**src/phs_pkg.sv**
```systemverilog
// Shared types and constants for the priority heap scheduler.
// No dependencies; phs_timing and the top level use it.
`timescale 1ns / 1ps

package phs_pkg;

  localparam int unsigned QueueDepthDef = 16;
  localparam int unsigned PrioBitsDef   = 8;
  localparam int unsigned OccW          = 5;

  typedef enum logic {
    FUNC_ENQ  = 1'b0,
    FUNC_DISP = 1'b1
  } func_e;

  typedef enum logic [1:0] {
    ST_ENQ   = 2'd0,
    ST_DISP  = 2'd1,
    ST_FULL  = 2'd2,
    ST_EMPTY = 2'd3
  } status_e;

  typedef struct packed {
    func_e       func;
    logic [15:0] proc_id;
    logic [15:0] arrival;
    logic [7:0]  priority_req;
    logic [15:0] burst;
  } in_t;

  typedef struct packed {
    status_e         status;
    logic [15:0]     out_id;
    logic [15:0]     out_arrival;
    logic [15:0]     out_burst;
    logic [31:0]     completion;
    logic [31:0]     turnaround;
    logic [31:0]     waiting;
    logic [31:0]     response;
    logic [OccW-1:0] occupancy;
  } out_t;

  // Heap record without its key; the key width is set by a parameter.
  typedef struct packed {
    logic [15:0] id;
    logic [15:0] arrival;
    logic [15:0] burst;
  } rec_base_t;

  // Status of the timing unit as seen by the controller.
  typedef struct packed {
    logic        busy;
    logic [31:0] completion;
    logic [31:0] turnaround;
    logic [31:0] waiting;
  } tm_res_t;

endpackage

```
**src/phs_heap_mem.sv**
```systemverilog
// Heap record store: one write port, two registered read ports.
// Depends on nothing but its parameters.
`timescale 1ns / 1ps

module phs_heap_mem #(
  parameter int unsigned DEPTH = 16,
  parameter int unsigned WIDTH = 56
) (
  input  logic                     clk_i,
  input  logic                     we_i,
  input  logic [$clog2(DEPTH)-1:0] waddr_i,
  input  logic [WIDTH-1:0]         wdata_i,
  input  logic [$clog2(DEPTH)-1:0] ra_addr_i,
  input  logic [$clog2(DEPTH)-1:0] rb_addr_i,
  output logic [WIDTH-1:0]         ra_data_o,
  output logic [WIDTH-1:0]         rb_data_o
);

  logic [WIDTH-1:0] mem_q [DEPTH];
  logic [WIDTH-1:0] ra_q, rb_q;

  always_ff @(posedge clk_i) begin
    if (we_i) begin
      mem_q[waddr_i] <= wdata_i;
    end
  end

  always_ff @(posedge clk_i) begin
    ra_q <= mem_q[ra_addr_i];
    rb_q <= mem_q[rb_addr_i];
  end

  assign ra_data_o = ra_q;
  assign rb_data_o = rb_q;

endmodule

```
**src/phs_timing.sv**
```systemverilog
// System time, then turnaround, then waiting time for each dispatch.
// Depends on phs_pkg.
`timescale 1ns / 1ps

module phs_timing (
  input  logic             clk_i,
  input  logic             rst_ni,
  input  logic             start_i,
  input  logic [15:0]      arrival_i,
  input  logic [15:0]      burst_i,
  output phs_pkg::tm_res_t res_o
);

  typedef enum logic [2:0] {
    T_IDLE = 3'b001,
    T_TAT  = 3'b010,
    T_WAIT = 3'b100
  } tstate_e;

  tstate_e     state_q, state_d;
  logic [31:0] sys_q, sys_d;
  logic [15:0] arr_q, burst_q;
  logic [31:0] tat_q, wt_q;
  logic [31:0] base;
  logic [32:0] sum;

  // Start: move time up to arrival, add burst, saturate.
  always_comb begin
    base = (sys_q < 32'(arrival_i)) ? 32'(arrival_i) : sys_q;
    sum  = 33'(base) + 33'(burst_i);
    sys_d = sys_q;
    if (state_q == T_IDLE && start_i) begin
      sys_d = sum[32] ? '1 : sum[31:0];
    end
  end

  always_comb begin
    state_d = state_q;
    case (state_q)
      T_IDLE:  if (start_i) state_d = T_TAT;
      T_TAT:   state_d = T_WAIT;
      T_WAIT:  state_d = T_IDLE;
      default: state_d = T_IDLE;
    endcase
  end

  always_ff @(posedge clk_i or negedge rst_ni) begin
    if (!rst_ni) begin
      state_q <= T_IDLE;
      sys_q   <= '0;
    end else begin
      state_q <= state_d;
      sys_q   <= sys_d;
    end
  end

  always_ff @(posedge clk_i) begin
    if (state_q == T_IDLE && start_i) begin
      arr_q   <= arrival_i;
      burst_q <= burst_i;
    end
    if (state_q == T_TAT) begin
      tat_q <= (sys_q >= 32'(arr_q)) ? sys_q - 32'(arr_q) : '0;
    end
    if (state_q == T_WAIT) begin
      wt_q <= (tat_q >= 32'(burst_q)) ? tat_q - 32'(burst_q) : '0;
    end
  end

  assign res_o.busy       = (state_q != T_IDLE);
  assign res_o.completion = sys_q;
  assign res_o.turnaround = tat_q;
  assign res_o.waiting    = wt_q;

endmodule

```
**src/priority_heap_scheduler_top.sv**
```systemverilog
// Priority heap scheduler: controller, heap sifting and output register.
// Depends on phs_pkg, phs_heap_mem and phs_timing.
`timescale 1ns / 1ps

// Channel  Handshake                   Payload                Direction
// in       in_valid_i / in_ready_o     in_data_i  (in_t)      enqueue or dispatch
// out      out_valid_o / out_ready_i   out_data_o (out_t)     one result per transaction
//
// Steps: an enqueue sifts up until the record reaches the root or its parent is not
// lower; a dispatch loads root and last entry, then sifts down; full or empty go
// straight to output. Each heap level is a memory read, then a compare and write back.
// Reset: state, count, system time and output valid clear at once; the record
// store is not cleared, the count bounds every read.
// Stalls: a transaction is taken while the last result waits; its result waits for out_ready_i.

module priority_heap_scheduler_top #(
  parameter int unsigned QUEUE_DEPTH = phs_pkg::QueueDepthDef,
  parameter int unsigned PRIO_BITS   = phs_pkg::PrioBitsDef
) (
  input  logic          clk_i,
  input  logic          rst_ni,
  input  logic          in_valid_i,
  output logic          in_ready_o,
  input  phs_pkg::in_t  in_data_i,
  output logic          out_valid_o,
  input  logic          out_ready_i,
  output phs_pkg::out_t out_data_o
);

  localparam int IdxW  = $clog2(QUEUE_DEPTH);
  localparam int CntW  = $clog2(QUEUE_DEPTH + 1);
  localparam int ChW   = IdxW + 2;
  localparam int BaseW = $bits(phs_pkg::rec_base_t);
  localparam int WordW = BaseW + PRIO_BITS;
  localparam int OccW  = phs_pkg::OccW;

  typedef enum logic [6:0] {
    S_IDLE    = 7'b000_0001,
    S_UP_RD   = 7'b000_0010,
    S_UP_CMP  = 7'b000_0100,
    S_DQ_LOAD = 7'b000_1000,
    S_DN_RD   = 7'b001_0000,
    S_DN_CMP  = 7'b010_0000,
    S_OUT     = 7'b100_0000
  } state_e;

  state_e                state_q, state_d;
  logic [CntW-1:0]       count_q, count_d;
  logic                  out_valid_q, out_valid_d;
  logic [IdxW-1:0]       pos_q, pos_d;
  phs_pkg::rec_base_t    rec_q, rec_d;
  logic [PRIO_BITS-1:0]  prio_q, prio_d;
  phs_pkg::out_t         res_q, res_d;
  phs_pkg::out_t         out_q, out_d;

  // Memory port signals.
  logic                  mem_we;
  logic [IdxW-1:0]       mem_waddr, ra_addr, rb_addr;
  logic [WordW-1:0]      mem_wdata, ra_data, rb_data;

  // Decoded read data.
  logic [PRIO_BITS-1:0]  ra_prio, rb_prio, best_prio;
  phs_pkg::rec_base_t    ra_base, rb_base;

  // Heap addressing.
  logic [ChW-1:0]        l_w, r_w, cnt_w;
  logic                  l_ok, r_ok, take_l, take_r;
  logic [IdxW-1:0]       pos_m1, parent;
  logic [CntW-1:0]       last;
  logic                  full, empty;

  phs_pkg::tm_res_t      tm_res;
  logic                  tm_start;

  logic [PRIO_BITS-1:0]  in_prio;
  phs_pkg::rec_base_t    in_rec;
  logic [WordW-1:0]      rec_word;

  assign in_prio        = PRIO_BITS'(in_data_i.priority_req);
  assign in_rec.id      = in_data_i.proc_id;
  assign in_rec.arrival = in_data_i.arrival;
  assign in_rec.burst   = in_data_i.burst;
  assign rec_word       = {prio_q, rec_q};

  assign ra_prio = ra_data[WordW-1 -: PRIO_BITS];
  assign rb_prio = rb_data[WordW-1 -: PRIO_BITS];
  assign ra_base = phs_pkg::rec_base_t'(ra_data[BaseW-1:0]);
  assign rb_base = phs_pkg::rec_base_t'(rb_data[BaseW-1:0]);

  assign l_w    = ChW'({pos_q, 1'b1});
  assign r_w    = l_w + ChW'(1);
  assign cnt_w  = ChW'(count_q);
  assign l_ok   = (l_w < cnt_w);
  assign r_ok   = (r_w < cnt_w);
  assign pos_m1 = pos_q - IdxW'(1);
  assign parent = pos_m1 >> 1;
  assign last   = count_q - CntW'(1);
  assign full   = (count_q == CntW'(QUEUE_DEPTH));
  assign empty  = (count_q == '0);

  // Sift-down choice: left on strictly greater, right on strictly greater
  // than the best so far.
  assign take_l    = l_ok && (ra_prio > prio_q);
  assign best_prio = take_l ? ra_prio : prio_q;
  assign take_r    = r_ok && (rb_prio > best_prio);

  assign in_ready_o = (state_q == S_IDLE);

  always_comb begin
    state_d     = state_q;
    count_d     = count_q;
    pos_d       = pos_q;
    rec_d       = rec_q;
    prio_d      = prio_q;
    res_d       = res_q;
    out_d       = out_q;
    out_valid_d = out_valid_q && !out_ready_i;
    mem_we      = 1'b0;
    mem_waddr   = pos_q;
    mem_wdata   = rec_word;
    ra_addr     = '0;
    rb_addr     = '0;
    tm_start    = 1'b0;

    case (state_q)
      S_IDLE: begin
        // Root and last entry, used when a dispatch arrives.
        rb_addr = empty ? '0 : last[IdxW-1:0];
        if (in_valid_i) begin
          res_d = '0;
          if (in_data_i.func == phs_pkg::FUNC_ENQ) begin
            if (full) begin
              res_d.status = phs_pkg::ST_FULL;
              state_d      = S_OUT;
            end else begin
              res_d.status = phs_pkg::ST_ENQ;
              rec_d        = in_rec;
              prio_d       = in_prio;
              pos_d        = count_q[IdxW-1:0];
              count_d      = count_q + CntW'(1);
              state_d      = S_UP_RD;
            end
          end else begin
            if (empty) begin
              res_d.status = phs_pkg::ST_EMPTY;
              state_d      = S_OUT;
            end else begin
              count_d = last;
              state_d = S_DQ_LOAD;
            end
          end
        end
      end

      S_UP_RD: begin
        if (pos_q == '0) begin
          mem_we  = 1'b1;
          state_d = S_OUT;
        end else begin
          ra_addr = parent;
          state_d = S_UP_CMP;
        end
      end

      S_UP_CMP: begin
        mem_we = 1'b1;
        if (ra_prio < prio_q) begin
          // Parent moves down into the hole.
          mem_wdata = ra_data;
          pos_d     = parent;
          state_d   = S_UP_RD;
        end else begin
          state_d = S_OUT;
        end
      end

      S_DQ_LOAD: begin
        res_d.status      = phs_pkg::ST_DISP;
        res_d.out_id      = ra_base.id;
        res_d.out_arrival = ra_base.arrival;
        res_d.out_burst   = ra_base.burst;
        tm_start          = 1'b1;
        rec_d             = rb_base;
        prio_d            = rb_prio;
        pos_d             = '0;
        state_d           = empty ? S_OUT : S_DN_RD;
      end

      S_DN_RD: begin
        ra_addr = l_ok ? l_w[IdxW-1:0] : '0;
        rb_addr = r_ok ? r_w[IdxW-1:0] : '0;
        state_d = S_DN_CMP;
      end

      S_DN_CMP: begin
        mem_we = 1'b1;
        if (take_r) begin
          mem_wdata = rb_data;
          pos_d     = r_w[IdxW-1:0];
          state_d   = S_DN_RD;
        end else if (take_l) begin
          mem_wdata = ra_data;
          pos_d     = l_w[IdxW-1:0];
          state_d   = S_DN_RD;
        end else begin
          state_d = S_OUT;
        end
      end

      S_OUT: begin
        if (!tm_res.busy && (!out_valid_q || out_ready_i)) begin
          out_d           = res_q;
          out_d.occupancy = OccW'(count_q);
          if (res_q.status == phs_pkg::ST_DISP) begin
            out_d.completion = tm_res.completion;
            out_d.turnaround = tm_res.turnaround;
            out_d.waiting    = tm_res.waiting;
            out_d.response   = tm_res.waiting;
          end
          out_valid_d = 1'b1;
          state_d     = S_IDLE;
        end
      end

      default: state_d = S_IDLE;
    endcase
  end

  always_ff @(posedge clk_i or negedge rst_ni) begin
    if (!rst_ni) begin
      state_q     <= S_IDLE;
      count_q     <= '0;
      out_valid_q <= 1'b0;
    end else begin
      state_q     <= state_d;
      count_q     <= count_d;
      out_valid_q <= out_valid_d;
    end
  end

  always_ff @(posedge clk_i) begin
    pos_q  <= pos_d;
    rec_q  <= rec_d;
    prio_q <= prio_d;
    res_q  <= res_d;
    out_q  <= out_d;
  end

  phs_heap_mem #(
    .DEPTH (QUEUE_DEPTH),
    .WIDTH (WordW)
  ) u_mem (
    .clk_i     (clk_i),
    .we_i      (mem_we),
    .waddr_i   (mem_waddr),
    .wdata_i   (mem_wdata),
    .ra_addr_i (ra_addr),
    .rb_addr_i (rb_addr),
    .ra_data_o (ra_data),
    .rb_data_o (rb_data)
  );

  phs_timing u_timing (
    .clk_i     (clk_i),
    .rst_ni    (rst_ni),
    .start_i   (tm_start),
    .arrival_i (ra_base.arrival),
    .burst_i   (ra_base.burst),
    .res_o     (tm_res)
  );

  assign out_valid_o = out_valid_q;
  assign out_data_o  = out_q;

  // Occupancy never exceeds the queue depth.
  a_count_bound: assert property (@(posedge clk_i) disable iff (!rst_ni)
    count_q <= CntW'(QUEUE_DEPTH))
    else $error("heap count above depth");

  // A result only appears after passing through the output state.
  a_out_from_out_state: assert property (@(posedge clk_i) disable iff (!rst_ni)
    (out_valid_q && !$past(out_valid_q)) |-> $past(state_q) == S_OUT)
    else $error("result loaded outside output state");

  // Dispatched completion time always covers the burst.
  a_completion_covers_burst: assert property (@(posedge clk_i) disable iff (!rst_ni)
    (out_valid_q && out_q.status == phs_pkg::ST_DISP) |->
      out_q.completion >= 32'(out_q.out_burst))
    else $error("completion below burst");

  // An accepted enqueue on a non-full queue grows the count by one.
  a_enq_count: assert property (@(posedge clk_i) disable iff (!rst_ni)
    (in_valid_i && in_ready_o && in_data_i.func == phs_pkg::FUNC_ENQ && !full) |=>
      count_q == $past(count_q) + CntW'(1))
    else $error("enqueue count update lost");

endmodule

```
**config.mk**
```make
export PLATFORM = sky130hd
export DESIGN_NAME = priority_heap_scheduler_top
export DESIGN_NICKNAME = d
export VERILOG_FILES = /design/src/phs_pkg.sv /design/src/phs_heap_mem.sv /design/src/phs_timing.sv /design/src/priority_heap_scheduler_top.sv
export SDC_FILE = /design/constraint.sdc
export NUM_CORES = 2
export LEC_CHECK = 0
export ABC_AREA = 1
export CAP_MARGIN = 10
export CORE_MARGIN = 8
export CORE_UTILIZATION = 34
export CTS_BUF_LIST = sky130_fd_sc_hd__clkbuf_4 sky130_fd_sc_hd__clkbuf_8
export DETAILED_ROUTE_END_ITERATION = 8
export DONT_BUFFER_PORTS = 1
export PLACE_DENSITY = 0.55
export SLEW_MARGIN = 20
export SYNTH_ARGS = -nofsm -noshare
export SYNTH_HDL_FRONTEND = slang
export SYNTH_SLANG_ARGS = --single-unit
```
**constraint.sdc**
```tcl
create_clock -name clk_i -period 9.2 [get_ports clk_i]
set_input_delay 0.46 -clock clk_i [delete_from_list [all_inputs] [get_ports clk_i]]
set_output_delay 0.46 -clock clk_i [all_outputs]
set_load 0.01 [all_outputs]
```
==> out/metrics.yaml <==
hold_path:
  hold_path_class: "input port to flip-flop"
  hold_path_startpoint: "in_data_i[16]"
  hold_depth: 2
  worst_hold_path.endpoint: "prio_q[0]"
run_status:
  violations: "design-rule violations"
  run_status: "complete, but fails checks"
grt:
  grt.met3_usage_pct: 4.99
  most_utilized_layer_in_the_global_route_result: "met2"
  antenna_found_initial: 14
  grt_first_pass_wirelength_um: 403000
  gr-total-overflow: 0
  global_route.usage.met1_pct: 29.5
  first_global_vias: 60400
  grt_util_all_layers_pct: 23.1
  met2_usage_pct: 37.0
  grt_max_degree: 200
pwr:
  total_leakage_power_nw: 34.4
  comb_power_share_pct: 48.5
  intPower_mw: 14.9
  power.density_cell_area_mw_per_mm2: 352
  irDropWorstVdd_uv: 391
  power.share.clock_pct: 19.9
  power.switching_mw: 13.6
  netSwitchingFraction_pct: 47.7
  p_seq_share_pct: 31.6
  power.total_mw: 28.4
critical_path:
  rr_endpoint: "u_mem.mem_q[10][52]"
  reg2reg_from: "mem_waddr[3]"
  critical-path-slowest-cell: "sky130_fd_sc_hd__buf_4"
  cp_slowest_stage_delay_ns: 0.84
  critPathMaxFanout: 40
  worst_setup_path_start_kind: "flip-flop"
  crit_chain: "ha_1 -> a21oi_1 -> nand2_1 -> nor2_4 -> nand2_4 -> o21ai_0 -> inv_1 -> ha_1 -> nand2_1 -> o21ai_0 -> nand2_1 -> nand2_1 -> nand3_4 -> inv_2 -> buf_4 -> nand2_1 -> nand3_1 -> nand3_1"
  worst_setup_path_end_kind: "flip-flop"
  crit_required_ns: 9.72
  setup.reg_to_reg.worst_slack_ns: 3.22
  cp_data_arrival_time_ns: 6.50
  worst-r2r-cell-count: 18
  critical-path-top-cell-by-count: "sky130_fd_sc_hd__nand2_1"
  timing.setup.critical_path_class: "flip-flop to flip-flop"
yosys:
  post_synth_num_cell_types: 47
  ys_async_sr_fraction_pct: 3.40
  synth-seq-cells: 1413
  synth_cells: 8789
  postSynth.topFlopCell: "sky130_fd_sc_hd__edfxtp_1"
  synth.avg_cell_area_sq_um: 8.36
  number_of_synthesized_flops_with_an_enable_pin: 1253
  yosysSeqAreaShare_pct: 55.9
  yosysWarnings: 0
  mappedNetlistArea_sq_mm: 0.0734
  synth.net_count: 8947
cts:
  post_cts.repair.setup_buffers: 0
  clk_slew_on_worst_s_h_paths_ns: 0.07
  cts_resized: 0
  cts_hold_buffers: 62
  cts_sinks: 1413
  max-clock-path-buffers: 3
  clock_tree_root_buffer_cell: "sky130_fd_sc_hd__clkbuf_8"
  clkLatencyLatePin_ns: 1.01
  tritoncts.num_buffers: 223
  htreeDepth: 4
  tritoncts: "built"
layout:
  drive_above_1_share_pct: 6.60
  finalNetCount: 8766
  synthToLayoutAreaGrowth_pct: 10.1
timing:
  final.setup.tns_ns: 0
  drv_slew: 0
  clock.fmax_mhz: 167
  worst_clock_skew_ns: 0.0639
  min_period_ns: 5.98
  min_period_over_period_pct: 65.0
  finalHoldViolCount: 0
  unrepaired_setup_endpoints_after_global_routing: "no"
  finalSetupViolations: 0
  timing.final.ws_setup_ns: 3.22
  worst_pin_slew_ns: 1.20
  maxSlewHeadroom_pct: 20.1
floorplanning:
  design.die.area_sq_mm: 0.231
  start_util_pct: 34.2
  placementRows: 170
  floorplan.die.height_um: 481
  die_x_um: 481
  ioPinCount: 246
  floorplan.core_area_sq_mm: 0.215
place:
  port_buffers: 0
  post-dp-hpwl_um: 153000
  gp_routability_congestion: 0.954
  dp_worst_slack_ns: 3.42
run:
  max_cap_viol_count: 0
route:
  viasPerCell: 5.50
  initial_drt_pass_iterations: 8
  dr_total_vias: 64100
  route.antenna.remaining_nets: 0
  drt_iter0_markers: 8209
  wl_um: 279000
  post_drt_wl_per_cell_um: 24.0
  drt_drc_violations_left: 1
## through the flow
step                      cells  area (sq um)  hold WS, ns  util (%)
after floorplan            8789         73400        0.164         -
after global placement    11200         75400        0.170      35.1
after detailed placement  11200         75500        0.169      35.2
after CTS                 11600         80800       0.0264      37.7
after global routing      11700         80800        0.131      37.7
final                     11700         80800        0.166      37.7
## power groups by stage
stage          registers (mW)  clock network (mW)  logic [mW]
2_1_floorplan            8.81                   0        9.11
3_3_place_gp             9.08                   0        13.4
3_5_place_dp             9.09                   0        13.4
4_1_cts                  8.96                5.76        13.5
5_1_grt                  9.03                6.02        15.0
6_report                 8.98                5.67        13.8
## logic make-up (layout without fill, tap and decap cells)
logic type | Yosys count | in the layout | share of synthesized area [%]
simple gates | 6011 | 6011 | 34.1
buf+inv | 960 | 974 | 5.80
other cells | 0 | 13 | 0
compound gates | 265 | 265 | 2.02
flops | 1413 | 1413 | 55.9
fa+ha+maj | 97 | 97 | 1.68
xor+xnor | 43 | 43 | 0.513
## cells in the mapped netlist (38+ instances only)
cell | number | share of area (%)
sky130_fd_sc_hd__nand2_1 | 3930 | 20
sky130_fd_sc_hd__nand3_1 | 1590 | 11
sky130_fd_sc_hd__edfxtp_1 | 1253 | 51
sky130_fd_sc_hd__inv_1 | 370 | 1.9
sky130_fd_sc_hd__nor2_1 | 320 | 1.6
sky130_fd_sc_hd__buf_2 | 306 | 2.1
sky130_fd_sc_hd__clkbuf_1 | 163 | 0.83
sky130_fd_sc_hd__dfxtp_1 | 112 | 3.1
sky130_fd_sc_hd__o21ai_0 | 107 | 0.73
sky130_fd_sc_hd__a21oi_1 | 99 | 0.67
sky130_fd_sc_hd__ha_1 | 94 | 1.6
sky130_fd_sc_hd__buf_4 | 63 | 0.64
sky130_fd_sc_hd__nand4_1 | 63 | 0.54
sky130_fd_sc_hd__dfrtp_1 | 46 | 1.6
sky130_fd_sc_hd__buf_1 | 38 | 0.19
## how the worst max path moves through the flow
| stage | startpoint | to | cells after the start |
|---|---|---|---|
| floorplan | state_q[2] | out_data_o[0] | 5 |
| global placement | mem_waddr[0] | u_mem.mem_q[6][54] | 22 |
| detailed placement | mem_waddr[3] | u_mem.mem_q[8][52] | 18 |
| CTS | mem_waddr[3] | u_mem.mem_q[10][52] | 18 |
| global route | count_q[4] | u_mem.mem_q[12][52] | 19 |
| finish | mem_waddr[3] | u_mem.mem_q[10][52] | 18 |
## layer usage
metal	share of wire [%]	wire length [um]
met5	0.011	30
met4	5.3	14700
met3	11	30400
met2	45	126000
met1	39	108000
## flip-flops by register name, indices dropped and copies added (netlist names), 3 cells and up
name              count
count_q               5
res_q                50
u_timing.state_q      3
u_mem.ra_data_o      56
u_timing.wt_q        32
state_q               7
prio_q                8
u_mem.rb_data_o      56
u_timing.sys_q       32
u_timing.tat_q       32
u_mem.mem_q         896
u_timing.arr_q       16
rec_q                48
out_data_o          151
mem_waddr             4
u_timing.burst_q     16
## critical path, delay by kind of cell, from the launching register on
family | cells | cell delay (ns)
AO/OA/AOI/OAI | 3 | 0.83
buffers and inverters | 3 | 1.39
AND/OR/NAND/NOR | 10 | 2.13
adder cells (fa/ha/maj) | 2 | 0.60
flip-flops | 1 | 0.50
## layout make-up
class | instances | area [sq um]
multi-input combinational | 6416 | 28400
tap | 2838 | 3550
antenna | 13 | 32.5
clock inverter | 100 | 803
timing repair buffer | 169 | 1620
clock buffer | 320 | 3900
sequential | 1413 | 41100
inverter | 385 | 1460
fill | 21500 | 134000
## cells in the final DEF, fill, tap and decap left out, types with 63 or more instances in the layout
master and n:
sky130_fd_sc_hd__buf_4 94, sky130_fd_sc_hd__nor2_1 302, sky130_fd_sc_hd__clkbuf_8 239, sky130_fd_sc_hd__ha_1 94, sky130_fd_sc_hd__edfxtp_1 1253, sky130_fd_sc_hd__dfxtp_1 112, sky130_fd_sc_hd__inv_1 364, sky130_fd_sc_hd__a21oi_1 99
sky130_fd_sc_hd__nand2_1 3923, sky130_fd_sc_hd__nand4_1 63, sky130_fd_sc_hd__nand3_1 1588, sky130_fd_sc_hd__o21ai_0 106, sky130_fd_sc_hd__clkbuf_4 81
Power figures use the tool's default switching activity.
